<file path="src/rtl/scp_pkg.sv">
// shared types and constants for the sexagesimal coordinate parser
// no dependencies; imported by every rtl module of the block

package scp_pkg;

    // field widths
    localparam int DEG_W     = 10;
    localparam int MS_W      = 7;
    localparam int TOTAL_W   = 23;
    localparam int PROD_W    = 22;
    localparam int MS_SUM_W  = 13;

    // queue between front and back
    localparam int QUEUE_DEPTH = 2;

    // arithmetic constants
    localparam int SEC_PER_DEG = 3600;
    localparam int SEC_PER_MIN = 60;

    // character codes
    localparam logic [7:0] CHAR_ZERO  = 8'h30;
    localparam logic [7:0] CHAR_NINE  = 8'h39;
    localparam logic [7:0] CHAR_MINUS = 8'h2D;
    localparam logic [7:0] CHAR_PLUS  = 8'h2B;

    // one parsed string, handed from front to back
    typedef struct packed {
        logic             neg;
        logic [DEG_W-1:0] deg;
        logic [MS_W-1:0]  min;
        logic [MS_W-1:0]  sec;
        logic             secs_ok;
        logic             bad_deg;
        logic             short_in;
    } rec_t;

endpackage

</file>
<file path="src/rtl/sexagesimal_coord_parser.sv">
// Sexagesimal coordinate string parser. Takes one character per cycle on the input
// channel while in_ready is high and, for each string whose final character is marked
// by last, delivers one result: signed total seconds plus the seconds-present,
// bad-degree-digit and short-input flags. A result passes the record queue, stage one
// and the output register after its last character is accepted; the front parse state
// machine sustains one character per cycle unless the queue is full. While the output
// is stalled, the two back-end pipeline registers and the QUEUE_DEPTH-entry record
// queue together hold QUEUE_DEPTH + 2 finished strings; once the queue is full, in_ready
// drops for every character. Depends on scp_pkg, scp_front, scp_queue and scp_back.

module sexagesimal_coord_parser #(
    parameter int QUEUE_DEPTH = scp_pkg::QUEUE_DEPTH
) (
    input  logic                               clk,
    input  logic                               rst_n,
    input  logic                               in_valid,
    output logic                               in_ready,
    input  logic [7:0]                         char_code,
    input  logic                               last,
    output logic                               out_valid,
    input  logic                               out_ready,
    output logic signed [scp_pkg::TOTAL_W-1:0] total_seconds,
    output logic                               seconds_present,
    output logic                               bad_degree_digit,
    output logic                               short_input
);
    import scp_pkg::*;

    logic q_full;
    logic push;
    rec_t push_rec;
    logic pop;
    logic q_valid;
    rec_t q_rec;

    // character parser
    scp_front u_front (
        .clk      (clk),
        .rst_n    (rst_n),
        .in_valid (in_valid),
        .in_ready (in_ready),
        .char_code(char_code),
        .last     (last),
        .q_full   (q_full),
        .push     (push),
        .push_rec (push_rec)
    );

    // record queue
    scp_queue #(
        .DEPTH(QUEUE_DEPTH)
    ) u_queue (
        .clk     (clk),
        .rst_n   (rst_n),
        .push    (push),
        .push_rec(push_rec),
        .full    (q_full),
        .pop     (pop),
        .q_valid (q_valid),
        .q_rec   (q_rec)
    );

    // seconds arithmetic
    scp_back u_back (
        .clk             (clk),
        .rst_n           (rst_n),
        .q_valid         (q_valid),
        .q_rec           (q_rec),
        .pop             (pop),
        .out_valid       (out_valid),
        .out_ready       (out_ready),
        .total_seconds   (total_seconds),
        .seconds_present (seconds_present),
        .bad_degree_digit(bad_degree_digit),
        .short_input     (short_input)
    );

endmodule

</file>
<file path="src/rtl/scp_front.sv">
// front end: per-character parse state machine, one character per cycle while the queue is not full
// depends on scp_pkg; emits one rec_t per string when the last character arrives

module scp_front (
    input  logic                clk,
    input  logic                rst_n,
    input  logic                in_valid,
    output logic                in_ready,
    input  logic [7:0]          char_code,
    input  logic                last,
    input  logic                q_full,
    output logic                push,
    output scp_pkg::rec_t       push_rec
);
    import scp_pkg::*;

    // parse phases
    localparam logic [3:0] PH_START = 4'd0;
    localparam logic [3:0] PH_DEG1  = 4'd1;
    localparam logic [3:0] PH_DEG2  = 4'd2;
    localparam logic [3:0] PH_DEG3  = 4'd3;
    localparam logic [3:0] PH_SEP1  = 4'd4;
    localparam logic [3:0] PH_MIN1  = 4'd5;
    localparam logic [3:0] PH_MIN2D = 4'd6;
    localparam logic [3:0] PH_MIN2S = 4'd7;
    localparam logic [3:0] PH_SEP2  = 4'd8;
    localparam logic [3:0] PH_SEC1  = 4'd9;
    localparam logic [3:0] PH_SEC2D = 4'd10;
    localparam logic [3:0] PH_SEC2S = 4'd11;
    localparam logic [3:0] PH_DONE  = 4'd12;

    logic [3:0]       phase_reg, phase_next;
    logic             neg_reg, neg_next;
    logic [DEG_W-1:0] deg_reg, deg_next;
    logic [MS_W-1:0]  min_reg, min_next;
    logic [MS_W-1:0]  sec_reg, sec_next;
    logic             err_reg, err_next;

    logic             is_dig;
    logic [3:0]       dval;
    logic [3:0]       dval_or_zero;
    logic [DEG_W-1:0] dval_x10;
    logic             take;
    logic             secs_ok;

    // digit decode
    assign is_dig       = (char_code >= CHAR_ZERO) && (char_code <= CHAR_NINE);
    assign dval         = 4'(char_code - CHAR_ZERO);
    assign dval_or_zero = is_dig ? dval : 4'd0;
    assign dval_x10     = ({6'd0, dval_or_zero} << 3) + ({6'd0, dval_or_zero} << 1);

    assign in_ready = !q_full;
    assign take     = in_valid && in_ready;

    // next parse state
    always_comb
    begin
        phase_next = phase_reg;
        neg_next   = neg_reg;
        deg_next   = deg_reg;
        min_next   = min_reg;
        sec_next   = sec_reg;
        err_next   = err_reg;
        case (phase_reg)
            PH_START:
            begin
                if (char_code == CHAR_MINUS || char_code == CHAR_PLUS)
                begin
                    neg_next   = (char_code == CHAR_MINUS);
                    phase_next = PH_DEG1;
                end
                else
                begin
                    deg_next   = dval_x10;
                    err_next   = err_reg | !is_dig;
                    phase_next = PH_DEG2;
                end
            end
            PH_DEG1:
            begin
                deg_next   = dval_x10;
                err_next   = err_reg | !is_dig;
                phase_next = PH_DEG2;
            end
            PH_DEG2:
            begin
                deg_next   = deg_reg + {6'd0, dval_or_zero};
                err_next   = err_reg | !is_dig;
                phase_next = PH_DEG3;
            end
            PH_DEG3:
            begin
                if (is_dig)
                begin
                    deg_next   = (deg_reg << 3) + (deg_reg << 1) + {6'd0, dval};
                    phase_next = PH_SEP1;
                end
                else
                begin
                    phase_next = PH_MIN1;
                end
            end
            PH_SEP1:
            begin
                phase_next = PH_MIN1;
            end
            PH_MIN1:
            begin
                if (is_dig)
                begin
                    min_next   = {3'd0, dval};
                    phase_next = PH_MIN2D;
                end
                else
                begin
                    min_next   = '0;
                    phase_next = PH_MIN2S;
                end
            end
            PH_MIN2D:
            begin
                if (is_dig)
                begin
                    min_next = (min_reg << 3) + (min_reg << 1) + {3'd0, dval};
                end
                phase_next = PH_SEP2;
            end
            PH_MIN2S:
            begin
                phase_next = PH_SEP2;
            end
            PH_SEP2:
            begin
                phase_next = PH_SEC1;
            end
            PH_SEC1:
            begin
                if (is_dig)
                begin
                    sec_next   = {3'd0, dval};
                    phase_next = PH_SEC2D;
                end
                else
                begin
                    sec_next   = '0;
                    phase_next = PH_SEC2S;
                end
            end
            PH_SEC2D:
            begin
                if (is_dig)
                begin
                    sec_next = (sec_reg << 3) + (sec_reg << 1) + {3'd0, dval};
                end
                phase_next = PH_DONE;
            end
            PH_SEC2S:
            begin
                phase_next = PH_DONE;
            end
            default:
            begin
                phase_next = phase_reg;
            end
        endcase
    end

    // record for the back end, built from the updated state
    assign secs_ok = (phase_next >= PH_DONE);

    always_comb
    begin
        push_rec.neg      = neg_next;
        push_rec.deg      = deg_next;
        push_rec.min      = min_next;
        push_rec.sec      = secs_ok ? sec_next : '0;
        push_rec.secs_ok  = secs_ok;
        push_rec.bad_deg  = err_next;
        push_rec.short_in = (phase_next < PH_SEP2);
    end

    assign push = take && last;

    // parse state, cleared after the last character of a string
    always_ff @(posedge clk or negedge rst_n)
    begin
        if (!rst_n)
        begin
            phase_reg <= PH_START;
            neg_reg   <= 1'b0;
            deg_reg   <= '0;
            min_reg   <= '0;
            sec_reg   <= '0;
            err_reg   <= 1'b0;
        end
        else if (take)
        begin
            if (last)
            begin
                phase_reg <= PH_START;
                neg_reg   <= 1'b0;
                deg_reg   <= '0;
                min_reg   <= '0;
                sec_reg   <= '0;
                err_reg   <= 1'b0;
            end
            else
            begin
                phase_reg <= phase_next;
                neg_reg   <= neg_next;
                deg_reg   <= deg_next;
                min_reg   <= min_next;
                sec_reg   <= sec_next;
                err_reg   <= err_next;
            end
        end
    end

endmodule

</file>
<file path="src/rtl/scp_queue.sv">
// short fifo of parsed records between front and back end
// depends on scp_pkg for rec_t

module scp_queue #(
    parameter int DEPTH = scp_pkg::QUEUE_DEPTH
) (
    input  logic          clk,
    input  logic          rst_n,
    input  logic          push,
    input  scp_pkg::rec_t push_rec,
    output logic          full,
    input  logic          pop,
    output logic          q_valid,
    output scp_pkg::rec_t q_rec
);
    import scp_pkg::*;

    localparam int PTR_W = (DEPTH > 1) ? $clog2(DEPTH) : 1;
    localparam int CNT_W = $clog2(DEPTH + 1);

    rec_t             entry_reg [DEPTH];
    logic [PTR_W-1:0] wr_ptr_reg, wr_ptr_next;
    logic [PTR_W-1:0] rd_ptr_reg, rd_ptr_next;
    logic [CNT_W-1:0] count_reg, count_next;
    logic             do_push;
    logic             do_pop;

    assign full    = (count_reg == CNT_W'(DEPTH));
    assign q_valid = (count_reg != '0);
    assign q_rec   = entry_reg[rd_ptr_reg];
    assign do_push = push && !full;
    assign do_pop  = pop && q_valid;

    // pointer and fill count update
    always_comb
    begin
        wr_ptr_next = wr_ptr_reg;
        rd_ptr_next = rd_ptr_reg;
        count_next  = count_reg;
        if (do_push)
        begin
            wr_ptr_next = (wr_ptr_reg == PTR_W'(DEPTH - 1)) ? '0 : wr_ptr_reg + 1'b1;
        end
        if (do_pop)
        begin
            rd_ptr_next = (rd_ptr_reg == PTR_W'(DEPTH - 1)) ? '0 : rd_ptr_reg + 1'b1;
        end
        if (do_push && !do_pop)
        begin
            count_next = count_reg + 1'b1;
        end
        else if (do_pop && !do_push)
        begin
            count_next = count_reg - 1'b1;
        end
    end

    always_ff @(posedge clk or negedge rst_n)
    begin
        if (!rst_n)
        begin
            wr_ptr_reg <= '0;
            rd_ptr_reg <= '0;
            count_reg  <= '0;
        end
        else
        begin
            wr_ptr_reg <= wr_ptr_next;
            rd_ptr_reg <= rd_ptr_next;
            count_reg  <= count_next;
        end
    end

    // entry storage
    always_ff @(posedge clk)
    begin
        if (do_push)
        begin
            entry_reg[wr_ptr_reg] <= push_rec;
        end
    end

endmodule

</file>
<file path="src/rtl/scp_back.sv">
// back end: two-stage arithmetic pipeline turning a record into signed seconds
// depends on scp_pkg; stage one forms the products, stage two sums and applies the sign

module scp_back (
    input  logic                               clk,
    input  logic                               rst_n,
    input  logic                               q_valid,
    input  scp_pkg::rec_t                      q_rec,
    output logic                               pop,
    output logic                               out_valid,
    input  logic                               out_ready,
    output logic signed [scp_pkg::TOTAL_W-1:0] total_seconds,
    output logic                               seconds_present,
    output logic                               bad_degree_digit,
    output logic                               short_input
);
    import scp_pkg::*;

    // stage one
    logic                s1_valid_reg;
    logic [PROD_W-1:0]   s1_deg_prod_reg;
    logic [MS_SUM_W-1:0] s1_ms_reg;
    logic                s1_neg_reg;
    logic                s1_secs_ok_reg;
    logic                s1_bad_reg;
    logic                s1_short_reg;

    // output stage
    logic                out_valid_reg;
    logic [TOTAL_W-1:0]  total_reg;
    logic                secs_ok_reg;
    logic                bad_reg;
    logic                short_reg;

    logic                s1_adv;
    logic                s1_take;
    logic [PROD_W-1:0]   mag;
    logic [TOTAL_W-1:0]  mag_ext;
    logic [TOTAL_W-1:0]  total_next;

    // pipeline flow control
    assign s1_adv  = !out_valid_reg || out_ready;
    assign s1_take = !s1_valid_reg || s1_adv;
    assign pop     = q_valid && s1_take;

    // sum and sign
    assign mag        = s1_deg_prod_reg + PROD_W'(s1_ms_reg);
    assign mag_ext    = {1'b0, mag};
    assign total_next = s1_neg_reg ? (~mag_ext + 1'b1) : mag_ext;

    always_ff @(posedge clk or negedge rst_n)
    begin
        if (!rst_n)
        begin
            s1_valid_reg  <= 1'b0;
            out_valid_reg <= 1'b0;
        end
        else
        begin
            if (s1_take)
            begin
                s1_valid_reg <= q_valid;
            end
            if (s1_adv)
            begin
                out_valid_reg <= s1_valid_reg;
            end
        end
    end

    // stage one products
    always_ff @(posedge clk)
    begin
        if (pop)
        begin
            s1_deg_prod_reg <= PROD_W'(q_rec.deg) * PROD_W'(SEC_PER_DEG);
            s1_ms_reg       <= MS_SUM_W'(q_rec.min) * MS_SUM_W'(SEC_PER_MIN)
                             + MS_SUM_W'(q_rec.sec);
            s1_neg_reg      <= q_rec.neg;
            s1_secs_ok_reg  <= q_rec.secs_ok;
            s1_bad_reg      <= q_rec.bad_deg;
            s1_short_reg    <= q_rec.short_in;
        end
    end

    // output register
    always_ff @(posedge clk)
    begin
        if (s1_valid_reg && s1_adv)
        begin
            total_reg   <= total_next;
            secs_ok_reg <= s1_secs_ok_reg;
            bad_reg     <= s1_bad_reg;
            short_reg   <= s1_short_reg;
        end
    end

    assign out_valid        = out_valid_reg;
    assign total_seconds    = total_reg;
    assign seconds_present  = secs_ok_reg;
    assign bad_degree_digit = bad_reg;
    assign short_input      = short_reg;

endmodule

</file>
<file path="config.mk">
export PLATFORM = sky130hd
export DESIGN_NAME = sexagesimal_coord_parser
export DESIGN_NICKNAME = d
export VERILOG_FILES = /design/src/rtl/scp_pkg.sv /design/src/rtl/sexagesimal_coord_parser.sv /design/src/rtl/scp_front.sv /design/src/rtl/scp_queue.sv /design/src/rtl/scp_back.sv
export SDC_FILE = /design/constraint.sdc
export NUM_CORES = 1
export LEC_CHECK = 0
export ABC_AREA = 1
export BUFFER_PORTS_ARGS = -buffer_cell sky130_fd_sc_hd__buf_2
export CAP_MARGIN = 20
export CORE_MARGIN = 2
export CORE_UTILIZATION = 35
export CTS_BUF_LIST = sky130_fd_sc_hd__clkbuf_8
export CTS_CLUSTER_SIZE = 30
export DETAILED_ROUTE_END_ITERATION = 16
export PLACE_DENSITY = 0.49
export SETUP_SLACK_MARGIN = 0.15
export SLEW_MARGIN = 20
export SYNTH_ARGS = -nofsm -noshare
export SYNTH_HDL_FRONTEND = slang
export SYNTH_SLANG_ARGS = --single-unit
</file>
<file path="constraint.sdc">
create_clock -name clk -period 6.5 [get_ports clk]
set_input_delay 0.325 -clock clk [delete_from_list [all_inputs] [get_ports clk]]
set_output_delay 0.325 -clock clk [all_outputs]
set_load 0.005 [all_outputs]
</file>
# After elaboration in Yosys (flattened, before gate mapping)
# Memory sizes are Yosys's and may differ from the RTL's.
# Index checks and enable logic that the tools add are counted.
# word_totals
regBits	97
ramBits	56
inputBits	13
out_inout_bits	28
wordCells	117
memories	1
# memory_table
name	depth	width	rd	rd_ports_with_merged_regs	wr	line	source
u_queue.entry_reg	2	28	1	0	1	scp_queue.sv:21	rec_t entry_reg [DEPTH];
# classes
n_addsub	16
n_mul	2
n_lt_le_gt_ge	4
n_eq_ne	14
mux	32
bitwise_logic	2
n_reduce_logical	24
# op_table
operator	count
$pmux 10 s4	1
$pmux 4 s10	1
$mux 7	5
$mux 10	3
$pmux 7 s2	2
$add 23x1->23 const B	1
$not 22->23	1
$add 22x13->22	1
$mux 22	1
$add 10x4->10	2
$mul 10x8->18 const B	1
$eq 4x3->1 const B	4
$eq 4x4->1 const B	4
$eq 8x6->1 const B	2
$add 7x4->7	2
$add 7x7->7	2
$add 13x7->13	1
$mux 1	12
$mux 4	3
$mul 7x4->11 const B	1
$add 10x10->10	1
$logic_and 1x1->1	9
$add 7x5->8	1
$eq 4x2->1 const B	2
other kinds (18)	31

# Depth between registers and ports, before layout
# Gate-level depths: netlist (run 1).
# depth
depth_word	9
mapped_depth	21
mapped_depth_nobuf	20

# Cells and area by module
# A second synthesis (run 1) with hierarchy kept.
# unflattened
hier_cells	1313
area_unflattened_um2	11178.2
# modules_own_cells
module	instances	cells_each	area_each_um2	seq_area_each_um2
scp_back	1	645	5571.6	1881.8
scp_front	1	490	3337.0	750.7
scp_queue	1	178	2269.7	1781.7

# Least setup slack after synthesis (run 1)
# No wires, ideal clock.
# synth_timing
kind	register to register
from	register u_queue.rd_ptr_reg
to	register u_back.s1_deg_prod_reg[18] (data pin)
arrival_time_ns	4.037
required_time_ns	6.242
path_slack_ns	2.205
path_stages_with_launch	18
path_cell_list	dfrtp_1 > inv_1 > clkbuf_1 > clkbuf_1 > nand2_1 > nand2_1 > fa_1 > ha_1 > ha_1 > ha_1 > ha_1 > nand2_1 > nor2_1 > a2111oi_0 > nor2_1 > o21ai_0 > nand2_1 > xor2_1
# synth_via
elab_chain_len	2
# synth_rtl
item	line	source
start: declaration	scp_queue.sv:23	logic [PTR_W-1:0] rd_ptr_reg, rd_ptr_next;
start signal: assignment	scp_queue.sv:69	rd_ptr_reg <= rd_ptr_next;
$mem_v2 2x28	n/a	
$mul 10x8->18	scp_back.sv:76	s1_deg_prod_reg <= PROD_W'(q_rec.deg) * PROD_W'(SEC_PER_DEG);
end signal: assignment	scp_back.sv:76	
end: declaration	scp_back.sv:21	logic [PROD_W-1:0] s1_deg_prod_reg;
# Every way passes these cells.
# A chain may end at the register's enable or synchronous reset.

# Worst setup path after layout (run 1)
# Ends and elaborated chain as after synthesis.

==> results.tsv, run 1 <==
metric	value	unit
grt_use_total	0.154	
yosysWarnings	0	
clk_latency	480	ps
dieArea	33100	µm²
drc	0	
cp_max_fo	19	
synthSimpleGateAreaFrac	0.216	
cts_made_buffers	17	
utilization	0.389	
cts_sinks	153	
drtIter0Drc	536	
postSynthAreaPerCell	8.84	µm²
drv_slew	0	
period_needed	4810	ps
grt_use_met2	0.265	
synth_fa_ha_area_frac	0.178	
place_area	11800	µm²
clkTransAtPathRegs	120	ps
reg2regPathDepth	16	
clockBufferDepth	2	
grt_pass1_wl	40800	µm
viasPerCell	4.78	
cp-start-kind	flip-flop	
cap_violations	0	
status	complete, no violations	
grt_most_used_layer	met2	
synth_compound_area_frac	0.0875	
layout_common_cells	281 x nand2_1, 177 x inv_1, 117 x edfxtp_1	
ys_async_sr_fraction	0.235	
finClkSkew	28.2	ps
synth_top_area_cell	edfxtp_1	
wirelength	24400	µm
rows	65	
synth-xor-area-share	0.0473	
overflow	0	
fin_nets	1453	
yosysUniqueCellTypes	56	
antenna_found_initial	0	
arrival	5030	ps
ant_nets	0	
setup.worst_path.class	flip-flop to flip-flop	
root_buffer	clkbuf_8	
numPortBuffers	40	
seq_area_frac_synth	0.399	
fmax	0.208	GHz
fill_cells	3181	
critPathMostFrequentCell	ha_1	
rrSetupSlack	1690	ps
gp_congestion	0.874	
slowest_stage	fa_1	
synth_top_family_by_area	simple AND/OR/NAND/NOR gates	
die_x	182	µm
cts.repair.resized	0	
grt_pass1_vias	8132	
io_pins	41	
cts_tree	built	
tns	0	ps
hold_viol_final	0	
cp-end-kind	flip-flop	
fin_crit_sh	0.741	
crit_cells	16	
reg2reg_from	u_queue.rd_ptr_reg	
hold_path_class	input port to flip-flop	
relSlewSlack	0.368	
synth_cells	1252	
first_pass_iters	5	
rsz0062_at_grt	false	
synth_area_leaders	edfxtp_1 32%, ha_1 12%, nand2_1 9.5%	
largest_reg_flops	56	
r2r-end	u_back.s1_deg_prod_reg[18]	
htree_levels	4	
cp_top_family	adder cells	
drive_gt1_frac	0.129	
cp.required	6710	ps
holdPathStages	4	
wl_per_cell	14.2	µm
synth_mux_area_frac	0	
grt_max_degree	37	
worstSetupEndpoint	u_back.s1_deg_prod_reg[18]	
yosys.area.top_type_share	0.317	
startpoint	u_queue.rd_ptr_reg	
diodes	0	
area_growth	10.3	%
initial_core_util	0.353	
final_common_cell	nand2_1	
tightest_slew	947	ps
via_count	8204	
crit_buf_inv	2	
synth_area	11100	µm²
final_cell_area	12200	µm²
place_worst_setup_slack	1690	ps
synth_edf_count	117	
worst_slack	1690	ps
synthFlopType	edfxtp_1	
synth_seq_cells	153	
synth_fp_nets	1404	
hpwl	19300	µm
coreArea	31400	µm²
setup_viol	0	
die_height	182	µm
met1_usage	0.198	
critPathMaxStageDelay	590	ps
grt_use_met3	0.0191	
crit_chain	inv_1 -> or2_2 -> o21ai_0 -> fa_1 -> inv_1 -> ha_1 -> fa_1 -> ha_1 -> ha_1 -> a21oi_1 -> nor2_1 -> a2111oi_0 -> nor2_1 -> o21ai_0 -> nand2_1 -> xor2_1	
==> tightest hold or removal path, delay by kind of cell <==
family,cells,cell delay (ps)
simple gates,2,100
buf+inv,2,120
==> kinds of logic (layout without fill, tap and decap cells) <==
kind of cell | count (synthesis) | after routing
buf+inv | 210 | 272
xor+xnor | 59 | 59
compound gates | 165 | 165
simple gates | 526 | 526
flops | 153 | 153
fa+ha+maj | 139 | 139
==> final cells by class <==
type / instances / area, µm² / share of cell area
multi-input cells: 889 / 5870 / 0.481
flip-flops and latches: 153 / 4410 / 0.362
inverters: 194 / 729 / 0.0597
well taps: 402 / 503 / 0.0412
repair buffers: 46 / 248 / 0.0203
clock buffers: 17 / 234 / 0.0192
clock inverters: 15 / 211 / 0.0173
==> how the worst min path moves through the flow <==
stage | to | slack (ps) | from
after CTS | u_back.out_valid | 60 | out_ready
after floorplan | u_back.out_valid | 30 | rst_n
after detailed placement | u_back.short_input | 410 | u_back.s1_short_reg
after global placement | u_back.seconds_present | 400 | u_back.s1_secs_ok_reg
after global routing | u_back.out_valid | 70 | out_ready
final | u_back.out_valid | 100 | out_ready
==> what timing repair did <==
action / 4_1_cts / 5_1_grt
hold endpoints to repair: 22 / 0
hold buffers: 1 / 0
buffers inserted: 0 / 0
==> Yosys cell counts (3+ instances only) <==
cell type and count:
nand2_4 5, a221oi_1 3, ha_1 108, buf_2 4, nand3_1 57, or2_2 15
a211oi_1 3, a21boi_0 3, xnor2_1 17, clkbuf_1 10, fa_1 31, a22oi_1 3
o21ai_1 6, o22ai_1 5, inv_2 16, nand4_1 23, nand3_2 5, nor2_1 76
a21oi_2 3, o221ai_1 5, nor2_2 8, a31oi_1 4, nor3_1 14, o21ai_0 57
dfrtp_1 36, edfxtp_1 117, nand3b_1 3, o211ai_1 5, nand2_2 27, inv_1 177
xor2_1 41, a21oi_1 51, nand2_1 281, nor2_4 3
==> layer usage <==
metal | share of wire | wire length, µm | up-vias
li1 | - | - | 4263
met1 | 0.47 | 11500 | 3784
met2 | 0.48 | 11700 | 116
met3 | 0.020 | 498 | 41
met4 | 0.030 | 728 | 0
met5 | 0 | 0 | -
==> stage by stage <==
step	instances	hold slack [ps]
finish	1716	97.0
global route	1716	69.3
CTS	1716	55.9
detailed placement	1683	410
global placement	1683	403
floorplan	1252	29.4
Power of run 1 is left out: the tool's default activity adds up to more than one toggle a clock period on the data nets, which glitch-free logic cannot reach.
==> run 2: changes to the inputs <==
--- a/config.mk
+++ b/config.mk
@@ -13,7 +13,7 @@
 export CTS_BUF_LIST = sky130_fd_sc_hd__clkbuf_8
 export CTS_CLUSTER_SIZE = 30
 export DETAILED_ROUTE_END_ITERATION = 16
-export PLACE_DENSITY = 0.49
+export PLACE_DENSITY = 0.51
 export SETUP_SLACK_MARGIN = 0.15
 export SLEW_MARGIN = 20
 export SYNTH_ARGS = -nofsm -noshare
==> constraint.sdc (replaced) <==
create_clock -name clk -period 4.3 [get_ports clk]
set_input_delay 0.215 -clock clk [delete_from_list [all_inputs] [get_ports clk]]
set_output_delay 0.215 -clock clk [all_outputs]
set_load 0.005 [all_outputs]
==> run 2 against run 1 <==
Flip-flop and latch count is the same. Worst setup slack lost 1400 ps. Via count grew 2.0%. Non-clock buffer count rose by 38. Critical path depth grew 2. Routed wire length is 5.7% higher. Cell count grew 2.2%. Sequential share of layout area is 1.3 points lower. Register-to-register slack got worse by 1400 ps. Cell area rose by 3.8%. Utilization is 1.5 points higher. Count of clock-buffer cells in the layout stayed put.
==> results.tsv, run 2 (synthesis results as in run 1) <==
metric	value	unit
status	complete, no violations	
grt_max_degree	37	
rsz0062_at_grt	true	
die_x	182	µm
root_buffer	clkbuf_8	
cp-end-kind	flip-flop	
htree_levels	4	
clk_latency	470	ps
drv_slew	0	
relSlewSlack	0.253	
drive_gt1_frac	0.177	
fin_crit_sh	0.930	
numPortBuffers	40	
antenna_found_initial	0	
grt_use_total	0.163	
wl_met3	622	µm
ant_nets	0	
setup.worst_path.class	flip-flop to flip-flop	
setup_viol	0	
grt_pass1_wl	42400	µm
die_height	182	µm
largest_reg_flops	56	
drtIter0Drc	409	
first_pass_iters	4	
cts_made_buffers	17	
tns	0	ps
period_needed	4000	ps
rows	65	
grt_pass1_vias	8428	
hold_path_class	input port to flip-flop	
wl_per_cell	14.7	µm
cts_tree	built	
layout_common_cells	281 x nand2_1, 170 x inv_1, 117 x edfxtp_1	
arrival	4210	ps
critPathMostFrequentCell	ha_4	
dieArea	33100	µm²
area_growth	14.4	%
finClkSkew	16.7	ps
hold_viol_final	0	
clkTransAtPathRegs	90	ps
final_common_cell	nand2_1	
critPathMaxStageDelay	550	ps
initial_core_util	0.353	
cp_top_family	adder cells	
fmax	0.250	GHz
io_pins	41	
crit_buf_inv	4	
cap_violations	0	
hpwl	20700	µm
fin_nets	1491	
routed.top_layer	met4	
slowest_stage	fa_1	
crit_chain	inv_2 -> buf_4 -> or2_2 -> o21ai_4 -> fa_1 -> inv_2 -> ha_4 -> fa_1 -> ha_4 -> ha_4 -> nand2_1 -> nor2_1 -> a2111oi_2 -> buf_4 -> nor2_1 -> o21ai_1 -> nand2_1 -> xor2_1	
coreArea	31400	µm²
cp.required	4510	ps
viasPerCell	4.77	
clockBufferDepth	2	
drc	0	
dr_wl_met2	12900	µm
cts_sinks	153	
gp_congestion	0.855	
diodes	0	
overflow	0	
cp_max_fo	6	
wirelength	25800	µm
tightest_slew	1110	ps
cp-start-kind	flip-flop	
drt-met1-wl	11600	µm
via_count	8367	
-- run 2: changes by cell type in the layout (fill, tap and decap cells not counted), moves of 2 or more --
cell | previous run | this run
ha_1 | 108 | 96
o21ai_0 | 57 | 46
inv_1 | 177 | 170
clkinv_8 | 7 | 3
buf_4 | 5 | 42
o21ai_1 | 6 | 11
inv_2 | 16 | 23
inv_8 | 2 | 4
o21ai_2 | 1 | 6
ha_4 | 0 | 11
inv_12 | 3 | 0
a21oi_2 | 4 | 7
clkinvlp_4 | 0 | 2
a21oi_1 | 50 | 47
-- run 2: metal layers --
layer  vias up  global-route usage
met5         -                   0
met4         0              0.0535
met3        41              0.0241
met2       124               0.297
met1      3864               0.197
li1       4338                   -
-- run 2: final timing paths --
check | from | to | slack, ps | cells after the start
max in group asynchronous | rst_n | u_queue.rd_ptr_reg | 3300 | 2
hold / removal | last | u_front.phase_reg[3] | 200 | 4
setup / recovery | u_queue.rd_ptr_reg | u_back.s1_deg_prod_reg[18] | 300 | 18
hold reg to reg | u_back.s1_secs_ok_reg | u_back.seconds_present | 430 | 0
setup reg to reg | u_queue.rd_ptr_reg | u_back.s1_deg_prod_reg[18] | 300 | 18
min in group asynchronous | rst_n | u_front.deg_reg[2] | 420 | 2
-- run 2: tightest hold or removal path, delay by kind of cell --
family	cells	cell delay (ps)
compound gates	1	130
simple gates	1	90
buf+inv	2	170
-- run 2: what timing repair did --
action | 4_1_cts | 5_1_grt
setup buffers | 0 | 3
pin swaps | 0 | 16
endpoints found under the hold margin | 37 | 0
gates resized for setup | 10 | 36
hold buffers | 2 | 0
setup endpoints to repair | 5 | 8
-- run 2: through the flow --
step / hold WS [ps] / setup WS (ps) / util / std cells / area (µm²)
2_1_floorplan: -80.6 / 150 / - / 1252 / 11100
3_3_place_gp: 402 / -10.1 / 0.382 / 1717 / 12000
3_5_place_dp: 410 / -33.0 / 0.382 / 1717 / 12000
4_1_cts: 173 / 148 / 0.397 / 1751 / 12500
5_1_grt: 216 / 127 / 0.404 / 1754 / 12700
6_report: 197 / 303 / 0.404 / 1754 / 12700
-- run 2: area by class of cell --
type | instances | area, µm²
Multi-Input combinational cell | 889 | 6070
Tap cell | 402 | 503
Sequential cell | 153 | 4410
Clock inverter | 15 | 179
Fill cell | 3150 | 18700
Timing Repair Buffer | 84 | 536
Inverter | 194 | 729
Clock buffer | 17 | 234
Power of run 2 is left out for the same reason.
